[src/rtl/hwq_pkg.sv]
// ---------------------------------------------------------------------------
// hwq_pkg
// Shared types and constants for the hue wheel colour quantiser.
// ---------------------------------------------------------------------------
`timescale 1ns / 1ps
`default_nettype none

package hwq_pkg;

   localparam int CHAN_W          = 8;
   localparam int PSIZE_W         = 5;
   localparam int MIN_PALETTE     = 3;
   localparam int MAX_PALETTE_DEF = 30;
   localparam int PSIZE_RESET     = 3;
   localparam int DIST_W          = 18;
   localparam int SEG_W           = 3;
   localparam int DRAIN_CYCLES    = 4;

   localparam logic [CHAN_W-1:0] CHAN_FULL = 8'hFF;
   localparam logic [CHAN_W-1:0] CHAN_ZERO = 8'h00;

   // hue sectors
   localparam logic [SEG_W-1:0] SEG_RED_YEL = 3'd0;
   localparam logic [SEG_W-1:0] SEG_YEL_GRN = 3'd1;
   localparam logic [SEG_W-1:0] SEG_GRN_CYN = 3'd2;
   localparam logic [SEG_W-1:0] SEG_CYN_BLU = 3'd3;
   localparam logic [SEG_W-1:0] SEG_BLU_MAG = 3'd4;

   typedef struct packed {
      logic start;
      logic step;
      logic finish;
   } hwq_cmd_type;

   typedef struct packed {
      logic last_cand;
      logic out_busy;
   } hwq_status_type;

endpackage

`default_nettype wire

[src/rtl/hwq_ctrl.sv]
// ---------------------------------------------------------------------------
// hwq_ctrl
// Sequencer: accepts a pixel, issues one candidate per cycle, drains the
// datapath pipeline and hands the winner to the output register.
// ---------------------------------------------------------------------------
`timescale 1ns / 1ps
`default_nettype none

module hwq_ctrl import hwq_pkg::*; (
   input  wire logic           clock,
   input  wire logic           reset,
   input  wire logic           req_valid,
   output logic                req_ready,
   input  wire hwq_status_type status,
   output hwq_cmd_type         cmd
);

   localparam int DC_W = (DRAIN_CYCLES > 1) ? $clog2(DRAIN_CYCLES) : 1;

   localparam logic [1:0] S_IDLE  = 2'd0;
   localparam logic [1:0] S_RUN   = 2'd1;
   localparam logic [1:0] S_DRAIN = 2'd2;
   localparam logic [1:0] S_HOLD  = 2'd3;

   logic [1:0]      state_ff, state_in;
   logic [DC_W-1:0] drain_ff, drain_in;

   always_comb begin
      state_in   = state_ff;
      drain_in   = drain_ff;
      req_ready  = 1'b0;
      cmd        = '0;
      case (state_ff)
         S_IDLE: begin
            req_ready = 1'b1;
            if (req_valid) begin
               cmd.start = 1'b1;
               state_in  = S_RUN;
            end
         end
         S_RUN: begin
            cmd.step = 1'b1;
            if (status.last_cand) begin
               drain_in = DC_W'(DRAIN_CYCLES - 1);
               state_in = S_DRAIN;
            end
         end
         S_DRAIN: begin
            if (drain_ff == '0) begin
               state_in = S_HOLD;
            end else begin
               drain_in = drain_ff - 1'b1;
            end
         end
         S_HOLD: begin
            if (!status.out_busy) begin
               cmd.finish = 1'b1;
               state_in   = S_IDLE;
            end
         end
         default: begin
            state_in = S_IDLE;
         end
      endcase
   end

   always_ff @(posedge clock) begin
      if (reset) begin
         state_ff <= S_IDLE;
         drain_ff <= '0;
      end else begin
         state_ff <= state_in;
         drain_ff <= drain_in;
      end
   end

endmodule

`default_nettype wire

[config.mk]
export PLATFORM = sky130hd
export DESIGN_NAME = hwq_ctrl
export DESIGN_NICKNAME = d
export VERILOG_FILES = /design/src/rtl/hwq_pkg.sv /design/src/rtl/hwq_ctrl.sv
export SDC_FILE = /design/constraint.sdc
export NUM_CORES = 1
export LEC_CHECK = 0
export BUFFER_PORTS_ARGS = -buffer_cell sky130_fd_sc_hd__buf_4
export CORE_AREA = 2 2 39 41
export CTS_CLUSTER_DIAMETER = 40
export DETAILED_ROUTE_END_ITERATION = 10
export DIE_AREA = 0 0 41 43
export PLACE_DENSITY = 0.44
export SLEW_MARGIN = 10
export SYNTH_ARGS = -nofsm -noshare
export SYNTH_HDL_FRONTEND = slang
export SYNTH_SLANG_ARGS = --single-unit
export TNS_END_PERCENT = 1
[constraint.sdc]
create_clock -name clock -period 1.7 [get_ports clock]
set_clock_uncertainty 0.15 [all_clocks]
set_input_delay 0.255 -clock clock [delete_from_list [all_inputs] [get_ports clock]]
set_output_delay 0.255 -clock clock [all_outputs]
set_load 0.01 [all_outputs]
==> results.cfg <==
[critical_path]
cp_data_arrival_time_ps = 1230
crit_path_end_kind = primary output
reg2reg_setup_slack_ps = 90
reg2reg_to = drain_ff[1]
critPathRequiredTime_ps = 1290
cpMostUsedCell = buf_4
critPathMaxStageDelay_ps = 350
cp_slowest_cell = dfxtp_4
critPathKind = reg2out
critPathMaxFanout = 4
crit_chain = inv_2, ha_2, buf_4, and2_2, buf_4
start_kind = flip-flop
rr_startpoint = state_ff[1]
reg2regPathDepth = 5

[layout]
final_area_um2 = 480
fin_nets = 63
area_delta_synth_final_pct = 40.1
n_antenna_cell = 0
layout-drive-gt1-share_pct = 50.0
fillers = 151
layout.cells.non_filler = 66

[sta]
rsz0062_at_grt = false
hold_viol = 0
slew-limit-headroom_pct = 77.3
worst_hold_slack_ps = 208
layout_min_cycle_time_ps = 1630
setup_viol = 0
timing.final.ws_setup_ps = 67.7
fin_crit_sh_pct = 96.0
drv_slew = 0
fmaxAchievable_mhz = 613
worst_slew_pin_slew_ps = 341

[drt]
drt_iter0_drc = 1
routed_wl_um = 619
dr.pass1.iters = 2
wl_per_cell_um = 9.38
drcViolationCount = 0
vias = 279
detail-route-antenna-nets = 0
viasPerCell = 4.23

[global_route]
grt_pass1_vias = 293
grt_pass1_wl_um = 1100
antenna_found_initial = 0
grt_max_degree = 6
grt_util_all_layers_pct = 9.13
grt_overflow = 0

[clock_network]
h-tree-depth = 1
ctsHoldBuffers = 0
cts_buffer_depth = 2
clkTransAtPathRegs_ps = 30
insertion_delay_ps = 230
cts.sinks = 4
cts_resized = 3
cts_setup_buffers = 0
cts-root-buf = clkbuf_4
cts_tree = yes
cts-buffers-inserted = 3

[placed_design]
dp.cells = 63
dp_hpwl_um = 565
place_ws_ps = -48.7
gp_congestion = 0.636
dpl_cell_area_um2 = 445
io_buffers = 8

[floorplan]
row_count = 14
io_pins = 9
dieArea_um2 = 1760
start_util_pct = 24.8
core-area_um2 = 1380
die_h_um = 43
dieWidth_um = 41

[yosys]
avgSynthCellArea_um2 = 9.52
syn-cell-area_um2 = 343
yosysWarnings = 0
yosysSeqAreaShare_pct = 23.4
synth_cell_types = 17
netlist_instances = 36
synth_fp_nets = 47
ys_ff_latch = 4

[power]
p_per_area_nw_per_um2 = 1650
power.leakage_nw = 0.223
ir_drop_mv = 0.618
p_total_uw = 794

[min_path]
hold_end = state_ff[0]
holdPathStages = 3
hold_class = in2reg
hp-start = status[0]

[run_status]
status = finished clean

[job]
max_cap_viol_count = 0
==> state kept, by name, summed over array words and instances, names as in the netlist <==
name,flops
drain_ff,2
state_ff,2
==> through the flow <==
step / TNS [ps] / utilization (%)
finish: 0 / 34.7
global route: 0 / 34.7
CTS: 0 / 34.3
detailed placement: -48.7 / 32.2
global placement: 0 / 32.2
floorplan: 0 / -
==> power breakdown <==
group          switching [mW]  internal (mW)
sequential             0.0285          0.146
combinational           0.223          0.285
clock                  0.0324         0.0785
==> Yosys cell counts <==
library cell,number,area (µm²)
mux2_2,1,11.3
nand2_1,4,15.0
and2_2,1,7.51
nor2b_4,2,27.5
and2_1,1,6.26
a21oi_1,1,5.00
a2111oi_4,1,27.5
o41ai_1,1,8.76
nor2b_1,2,12.5
mux2i_1,2,20.0
o21ai_0,1,5.00
ha_1,6,75.1
nor2_1,2,7.51
inv_1,5,18.8
nor3_1,1,5.00
o21ba_2,1,10.0
dfxtp_1,4,80.1
==> metal layers <==
metal  GRT usage [%]  share of wire, %  vias to the layer above
li1                -                 -                      148
met3            1.57               6.8                        0
met5               0                 0                        -
met2            16.3                58                        7
met4            6.00                 0                        0
met1            8.65                35                      124
==> worst max-delay path by stage <==
stage / startpoint / end / slack, ps
floorplan: state_ff[1] / drain_ff[1] / 30
global placement: state_ff[0] / drain_ff[1] / 30
detailed placement: state_ff[0] / drain_ff[1] / -50
CTS: state_ff[0] / cmd[2] / 10
global route: state_ff[0] / cmd[2] / 20
finish: state_ff[0] / cmd[2] / 70
==> logic make-up (layout without fill, tap and decap cells) <==
kind of cell / after synthesis / in the layout / share of synthesized area [%]
compound gates: 5 / 5 / 16.4
fa+ha+maj: 6 / 6 / 21.9
buf+inv: 5 / 19 / 5.48
flops: 4 / 4 / 23.4
mux: 3 / 3 / 9.12
simple gates: 13 / 13 / 23.7
==> layout by cell type (no fill, tap or decap), drive strengths merged <==
cell type  Yosys  routed
a2111oi        1       1
a21oi          1       1
and2           2       2
buf            0      11
clkbuf         0       3
dfxtp          4       4
ha             6       6
inv            5       5
mux2           1       1
mux2i          2       2
nand2          4       4
nor2           2       2
nor2b          4       4
nor3           1       1
o21ai          1       1
o21ba          1       1
o41ai          1       1
==> cell type report <==
cell class                      instances  area, µm²  share of cell area (%)
Inverter                                5       18.8                    3.91
Timing Repair Buffer                   11       82.6                    17.2
Clock buffer                            3       22.5                    4.69
Tap cell                               16       20.0                    4.17
Sequential cell                         4       85.1                    17.7
Multi-Input combinational cell         27        251                    52.3
==> critical path, delay by kind of cell (launching register included) <==
family	cells	cell delay, ps
adder cells (fa/ha/maj)	1	180
flip-flops	1	350
buffers and inverters	3	320
AND/OR/NAND/NOR	1	160
No activity file was read; power rests on OpenSTA's default activity.
