<file path="src/rtl/hwq_pkg.sv">
// ---------------------------------------------------------------------------
// hwq_pkg
// Shared types and constants for the hue wheel colour quantiser.
// ---------------------------------------------------------------------------
`timescale 1ns / 1ps
`default_nettype none

package hwq_pkg;

   localparam int CHAN_W          = 8;
   localparam int PSIZE_W         = 5;
   localparam int MIN_PALETTE     = 3;
   localparam int MAX_PALETTE_DEF = 30;
   localparam int PSIZE_RESET     = 3;
   localparam int DIST_W          = 18;
   localparam int SEG_W           = 3;
   localparam int DRAIN_CYCLES    = 4;

   localparam logic [CHAN_W-1:0] CHAN_FULL = 8'hFF;
   localparam logic [CHAN_W-1:0] CHAN_ZERO = 8'h00;

   // hue sectors
   localparam logic [SEG_W-1:0] SEG_RED_YEL = 3'd0;
   localparam logic [SEG_W-1:0] SEG_YEL_GRN = 3'd1;
   localparam logic [SEG_W-1:0] SEG_GRN_CYN = 3'd2;
   localparam logic [SEG_W-1:0] SEG_CYN_BLU = 3'd3;
   localparam logic [SEG_W-1:0] SEG_BLU_MAG = 3'd4;

   typedef struct packed {
      logic start;
      logic step;
      logic finish;
   } hwq_cmd_type;

   typedef struct packed {
      logic last_cand;
      logic out_busy;
   } hwq_status_type;

endpackage

`default_nettype wire

</file>
<file path="src/rtl/hwq_dpath.sv">
// ---------------------------------------------------------------------------
// hwq_dpath
// Candidate generator, distance pipeline, best tracker and output register.
// ---------------------------------------------------------------------------
`timescale 1ns / 1ps
`default_nettype none

module hwq_dpath import hwq_pkg::*; #(
   parameter int MAX_PALETTE = MAX_PALETTE_DEF
) (
   input  wire logic               clock,
   input  wire logic               reset,
   input  wire logic               csr_wr_en,
   input  wire logic [PSIZE_W-1:0] csr_wr_data,
   input  wire logic [CHAN_W-1:0]  pix_red,
   input  wire logic [CHAN_W-1:0]  pix_green,
   input  wire logic [CHAN_W-1:0]  pix_blue,
   input  wire hwq_cmd_type        cmd,
   output hwq_status_type          status,
   output logic                    rsp_valid,
   input  wire logic               rsp_ready,
   output logic [CHAN_W-1:0]       rsp_red,
   output logic [CHAN_W-1:0]       rsp_green,
   output logic [CHAN_W-1:0]       rsp_blue
);

   localparam int NW     = $clog2(MAX_PALETTE + 1);
   localparam int CW     = (NW > PSIZE_W) ? NW : PSIZE_W;
   localparam int SUM_W  = NW + 3;
   localparam int NUM_W  = NW + CHAN_W;
   localparam int K      = 2 * NW + CHAN_W;
   localparam int PROD_W = NUM_W + K;
   localparam int SQ_W   = 2 * CHAN_W;

   // reciprocal table: ceil(2^K / n), exact floor for numerators below 2^NUM_W
   logic [K-1:0] recip_tbl [2**NW];
   for (genvar g = 0; g < 2**NW; g++) begin : g_recip
      localparam longint RV = ((longint'(1) << K) + g - 1) / ((g == 0) ? 1 : g);
      assign recip_tbl[g] = K'(RV);
   end

   // configuration
   logic [PSIZE_W-1:0] csr_ff;
   logic [CW-1:0]      ps_ext;
   logic [NW-1:0]      n_sel;

   always_comb begin
      ps_ext = CW'(csr_ff);
      if (ps_ext < CW'(MIN_PALETTE)) begin
         n_sel = NW'(MIN_PALETTE);
      end else if (ps_ext > CW'(MAX_PALETTE)) begin
         n_sel = NW'(MAX_PALETTE);
      end else begin
         n_sel = NW'(ps_ext);
      end
   end

   always_ff @(posedge clock) begin
      if (reset) begin
         csr_ff <= PSIZE_W'(PSIZE_RESET);
      end else if (csr_wr_en) begin
         csr_ff <= csr_wr_data;
      end
   end

   // per-item registers
   logic [NW-1:0]     n_ff;
   logic [K-1:0]      recip_ff;
   logic [CHAN_W-1:0] pr_ff, pg_ff, pb_ff;

   always_ff @(posedge clock) begin
      if (cmd.start) begin
         n_ff     <= n_sel;
         recip_ff <= recip_tbl[n_sel];
         pr_ff    <= pix_red;
         pg_ff    <= pix_green;
         pb_ff    <= pix_blue;
      end
   end

   // candidate generator: 6i = seg*n + rem
   logic [NW-1:0]    cnt_ff, rem_ff, rem_in;
   logic [SEG_W-1:0] seg_ff, seg_in;
   logic [SUM_W-1:0] sum0, sum1;

   always_comb begin
      sum0   = SUM_W'(rem_ff) + SUM_W'(6);
      seg_in = seg_ff;
      sum1   = sum0;
      if (sum0 >= SUM_W'(n_ff)) begin
         sum1   = sum0 - SUM_W'(n_ff);
         seg_in = seg_ff + 1'b1;
      end
      rem_in = NW'(sum1);
      if (sum1 >= SUM_W'(n_ff)) begin
         rem_in = NW'(sum1 - SUM_W'(n_ff));
         seg_in = seg_in + 1'b1;
      end
   end

   always_ff @(posedge clock) begin
      if (cmd.start) begin
         cnt_ff <= '0;
         rem_ff <= '0;
         seg_ff <= '0;
      end else if (cmd.step) begin
         cnt_ff <= cnt_ff + 1'b1;
         rem_ff <= rem_in;
         seg_ff <= seg_in;
      end
   end

   assign status.last_cand = (cnt_ff == n_ff - 1'b1);

   // stage 1: numerator 255*rem
   logic             s1_v_ff;
   logic [NUM_W-1:0] s1_num_ff;
   logic [SEG_W-1:0] s1_seg_ff;

   always_ff @(posedge clock) begin
      s1_num_ff <= (NUM_W'(rem_ff) << CHAN_W) - NUM_W'(rem_ff);
      s1_seg_ff <= seg_ff;
   end

   // stage 2: frac by reciprocal multiply
   logic              s2_v_ff;
   logic [CHAN_W-1:0] s2_frac_ff;
   logic [SEG_W-1:0]  s2_seg_ff;
   logic [PROD_W-1:0] prod;

   assign prod = PROD_W'(s1_num_ff) * PROD_W'(recip_ff);

   always_ff @(posedge clock) begin
      s2_frac_ff <= prod[K +: CHAN_W];
      s2_seg_ff  <= s1_seg_ff;
   end

   // stage 3: sector colour and absolute differences
   logic              s3_v_ff;
   logic [CHAN_W-1:0] cr, cg, cb, inv;
   logic [CHAN_W-1:0] s3_r_ff, s3_g_ff, s3_b_ff;
   logic [CHAN_W-1:0] s3_dr_ff, s3_dg_ff, s3_db_ff;

   always_comb begin
      inv = CHAN_FULL - s2_frac_ff;
      case (s2_seg_ff)
         SEG_RED_YEL: begin cr = CHAN_FULL;  cg = s2_frac_ff; cb = CHAN_ZERO;  end
         SEG_YEL_GRN: begin cr = inv;        cg = CHAN_FULL;  cb = CHAN_ZERO;  end
         SEG_GRN_CYN: begin cr = CHAN_ZERO;  cg = CHAN_FULL;  cb = s2_frac_ff; end
         SEG_CYN_BLU: begin cr = CHAN_ZERO;  cg = inv;        cb = CHAN_FULL;  end
         SEG_BLU_MAG: begin cr = s2_frac_ff; cg = CHAN_ZERO;  cb = CHAN_FULL;  end
         default:     begin cr = CHAN_FULL;  cg = CHAN_ZERO;  cb = inv;        end
      endcase
   end

   always_ff @(posedge clock) begin
      s3_r_ff  <= cr;
      s3_g_ff  <= cg;
      s3_b_ff  <= cb;
      s3_dr_ff <= (cr > pr_ff) ? (cr - pr_ff) : (pr_ff - cr);
      s3_dg_ff <= (cg > pg_ff) ? (cg - pg_ff) : (pg_ff - cg);
      s3_db_ff <= (cb > pb_ff) ? (cb - pb_ff) : (pb_ff - cb);
   end

   // stage 4: squares
   logic              s4_v_ff;
   logic [CHAN_W-1:0] s4_r_ff, s4_g_ff, s4_b_ff;
   logic [SQ_W-1:0]   s4_sr_ff, s4_sg_ff, s4_sb_ff;

   always_ff @(posedge clock) begin
      s4_r_ff  <= s3_r_ff;
      s4_g_ff  <= s3_g_ff;
      s4_b_ff  <= s3_b_ff;
      s4_sr_ff <= SQ_W'(s3_dr_ff) * SQ_W'(s3_dr_ff);
      s4_sg_ff <= SQ_W'(s3_dg_ff) * SQ_W'(s3_dg_ff);
      s4_sb_ff <= SQ_W'(s3_db_ff) * SQ_W'(s3_db_ff);
   end

   always_ff @(posedge clock) begin
      if (reset) begin
         s1_v_ff <= 1'b0;
         s2_v_ff <= 1'b0;
         s3_v_ff <= 1'b0;
         s4_v_ff <= 1'b0;
      end else begin
         s1_v_ff <= cmd.step;
         s2_v_ff <= s1_v_ff;
         s3_v_ff <= s2_v_ff;
         s4_v_ff <= s3_v_ff;
      end
   end

   // stage 5: running minimum, strict compare keeps the lower index on a tie
   logic [DIST_W-1:0] cand_dist, best_ff;
   logic [CHAN_W-1:0] br_ff, bg_ff, bb_ff;

   assign cand_dist = DIST_W'(s4_sr_ff) + DIST_W'(s4_sg_ff) + DIST_W'(s4_sb_ff);

   always_ff @(posedge clock) begin
      if (cmd.start) begin
         best_ff <= '1;
      end else if (s4_v_ff && (cand_dist < best_ff)) begin
         best_ff <= cand_dist;
         br_ff   <= s4_r_ff;
         bg_ff   <= s4_g_ff;
         bb_ff   <= s4_b_ff;
      end
   end

   // output register
   logic              rsp_valid_ff;
   logic [CHAN_W-1:0] rsp_r_ff, rsp_g_ff, rsp_b_ff;

   always_ff @(posedge clock) begin
      if (reset) begin
         rsp_valid_ff <= 1'b0;
      end else if (cmd.finish) begin
         rsp_valid_ff <= 1'b1;
      end else if (rsp_ready) begin
         rsp_valid_ff <= 1'b0;
      end
   end

   always_ff @(posedge clock) begin
      if (cmd.finish) begin
         rsp_r_ff <= br_ff;
         rsp_g_ff <= bg_ff;
         rsp_b_ff <= bb_ff;
      end
   end

   assign status.out_busy = rsp_valid_ff && !rsp_ready;
   assign rsp_valid       = rsp_valid_ff;
   assign rsp_red         = rsp_r_ff;
   assign rsp_green       = rsp_g_ff;
   assign rsp_blue        = rsp_b_ff;

endmodule

`default_nettype wire

</file>
<file path="config.mk">
export PLATFORM = sky130hd
export DESIGN_NAME = hwq_dpath
export DESIGN_NICKNAME = d
export VERILOG_FILES = /design/src/rtl/hwq_pkg.sv /design/src/rtl/hwq_dpath.sv
export SDC_FILE = /design/constraint.sdc
export NUM_CORES = 1
export LEC_CHECK = 0
export BUFFER_PORTS_ARGS = -buffer_cell sky130_fd_sc_hd__buf_2
export CAP_MARGIN = 20
export CORE_MARGIN = 10
export CORE_UTILIZATION = 45
export CTS_CLUSTER_DIAMETER = 80
export DETAILED_ROUTE_END_ITERATION = 6
export GPL_TIMING_DRIVEN = 0
export HOLD_SLACK_MARGIN = 0.15
export PLACE_DENSITY = 0.63
export SKIP_LAST_GASP = 1
export SYNTH_ARGS = -nofsm -noshare
export SYNTH_HDL_FRONTEND = slang
export SYNTH_SLANG_ARGS = --single-unit
</file>
<file path="constraint.sdc">
create_clock -name clock -period 7.6 [get_ports clock]
set_input_delay 1.14 -clock clock [delete_from_list [all_inputs] [get_ports clock]]
set_output_delay 1.14 -clock clock [all_outputs]
set_load 0.01 [all_outputs]
</file>
==> flow_summary.json <==
{
  "drt_iter0_markers": 970,
  "holdBufCountCts": 0,
  "syn_area_sq_mm": 0.0239,
  "synth_top_area_cell": "fa_1",
  "wl_met3_um": 2050,
  "critPathMaxFanout": 10,
  "ant_nets": 0,
  "min_period_ns": 7.06,
  "grt_max_degree": 37,
  "rows": 84,
  "clock_skew_ns": 0.0188,
  "rsz0062_at_grt": "false",
  "crit_path_top_delay_cell": "a211oi_1",
  "path_cells": "clkbuf_1, clkbuf_1, nand2_1, fa_1, fa_1, fa_1, inv_1, fa_1, inv_1, fa_1, inv_1, ha_1, nand4_1, a211oi_1, a2111oi_0, a211oi_1, o211ai_1, o21ai_1, a21oi_1, xnor2_1",
  "outcome": "complete, no violations",
  "viasPerCell": 5.09,
  "highest_layer": "met4",
  "worstSetupStartpointType": "register",
  "h-tree-depth": 2,
  "hold_viol_final": 0,
  "reg2reg_slack_ns": 0.54,
  "pin_count": 63,
  "drc": 0,
  "die_x_um": 250,
  "syn_to_final_growth_pct": 10.1,
  "wl_met2_um": 25900,
  "finalCritPeriodShare_pct": 93.0,
  "path_buf_inv": 5,
  "wirelength_um": 52600,
  "yosysMostFrequentCell": "inv_1",
  "drive_gt1_share_pct": 6.99,
  "core-area_sq_mm": 0.0526,
  "setup_tns_ns": 0,
  "ys_types": 79,
  "cts_root_buffer": "clkbuf_16",
  "rr_worst_depth": 20,
  "cts_resized": 0,
  "synth_edf_count": 95,
  "synthFlopType": "dfxtp_1",
  "clock_latency_ns": 0.54,
  "end_kind": "register",
  "cp.depth": 20,
  "synthCells": 2450,
  "synth_warnings": 0,
  "clkTransAtPathRegs_ns": 0.06,
  "setup-violations-final": 0,
  "holdWs_ns": 0.312,
  "syn_area_per_cell_sq_um": 9.75,
  "ys_seq_area_share_pct": 27.5,
  "firstDrtPassIters": 5,
  "cpPeakStageDelay_ns": 0.68,
  "synthTopCellsByCount": "410 x inv_1, 266 x fa_1, 242 x ha_1, 228 x nand2_1, 185 x dfxtp_1",
  "drt-met1-wl_um": 23500,
  "synth_area_leaders": "fa_1 22%, dfxtp_1 16%, ha_1 13%",
  "gr-total-overflow": 0,
  "wl_per_cell_um": 16.1,
  "nNetsFinal": 3094,
  "vias": 16600,
  "cts_buffers": 34,
  "dieArea_sq_mm": 0.0627,
  "reg2reg_to": "s2_frac_ff[7]",
  "tightest_slew_ns": 0.780,
  "place.gp.congestion": 0.876,
  "ys_ff_latch": 280,
  "track_usage_pct": 17.1,
  "cap_violations": 0,
  "portBuffers": 60,
  "maxSlewViolCount": 0,
  "reg2reg_from": "s1_num_ff[4]",
  "max_freq_ghz": 0.142,
  "hpwl_um": 43100,
  "cts_max_path_buffers": 3,
  "die_h_um": 250,
  "endpoint": "s2_frac_ff[7]",
  "slew_headroom_pct": 48.0,
  "tritoncts": "done",
  "antenna_cells": 0,
  "postSynth.asyncResetShare_pct": 0,
  "crit_type": "register to register",
  "arrival_ns": 7.48,
  "start_util_pct": 45.4,
  "hp-class": "register to register",
  "crit_top_cell": "fa_1",
  "final_util_pct": 50.0,
  "critical_path.top_delay_family": "adder cells",
  "grt_pass1_wl_um": 88600,
  "cts_sinks": 280,
  "synth_top_area_share_pct": 22.3,
  "post_cts.repair.setup_buffers": 0,
  "cp_data_required_time_ns": 8.02,
  "startpoint": "s1_num_ff[4]",
  "antenna_found_initial": 1,
  "grt_pass1_vias": 17500
}
-- area by class of cell --
type,count,area (sq um)
multi-input combinational,1665,15400
fill,4910,26300
clock inverter,21,255
timing repair buffer,62,348
clock buffer,40,946
buffer,95,398
sequential,280,6560
tap,688,861
inverter,412,1550
-- cell usage in the layout (no fill, tap or decap), drive strengths merged, types with 24 or more instances in the layout --
master,count
o21ai,56
xor2,37
a21o,42
nand2,229
fa,266
inv,414
xnor2,83
ha,242
nor2b,42
clkbuf,118
mux2i,29
and2,148
nor2,114
nor3,24
dfxtp,185
buf,79
a21oi,104
nand2b,27
edfxtp,95
-- sequential cells by signal, summed over array words and instances, names as in the netlist, 13 cells and up --
register and cells:
recip_ff 18, s4_sr_ff 15, s4_sg_ff 15, s4_sb_ff 15
s1_num_ff 13, best_ff 18
-- worst min-delay path by stage --
stage,cells past startpoint,endpoint,slack [ns],startpoint
final,0,s4_g_ff[3],0.31,s3_g_ff[3]
after global routing,0,s4_r_ff[4],0.33,s3_r_ff[4]
after CTS,0,s4_g_ff[3],0.31,s3_g_ff[3]
after detailed placement,0,s2_seg_ff[2],0.31,s1_seg_ff[2]
after global placement,0,s4_r_ff[1],0.31,s3_r_ff[1]
after floorplan,0,s2_seg_ff[0],0.31,s1_seg_ff[0]
-- per-layer routing --
layer  vias to the layer above  track usage (%)
met3                        70             2.57
met5                         -                0
li1                       8085                -
met4                         0             4.56
met2                       323             29.7
met1                      8142             21.7
-- stage by stage --
| step | instances | instance area (sq um) | setup WS, ns |
|---|---|---|---|
| 4_1_cts | 3263 | 26300 | 0.498 |
| 3_5_place_dp | 3202 | 25100 | 0.543 |
| 6_report | 3263 | 26300 | 0.536 |
| 2_1_floorplan | 2452 | 23900 | 2.24 |
| 3_3_place_gp | 3200 | 25000 | 0.593 |
| 5_1_grt | 3263 | 26300 | 0.145 |
-- kinds of logic (layout without fill, tap and decap cells) --
family          after synthesis  after routing  share of synthesized area (%)
compound gates              344            344                           9.77
xor+xnor                    120            120                           4.40
fa+ha+maj                   508            508                           35.0
buf+inv                     507            630                           8.14
flops                       280            280                           27.5
mux                          42             42                           1.86
other cells                   2              4                         0.0315
simple gates                647            647                           13.4
Power is left out: the tool's default activity adds up to more than one toggle a clock period on the data nets, which glitch-free logic cannot reach.
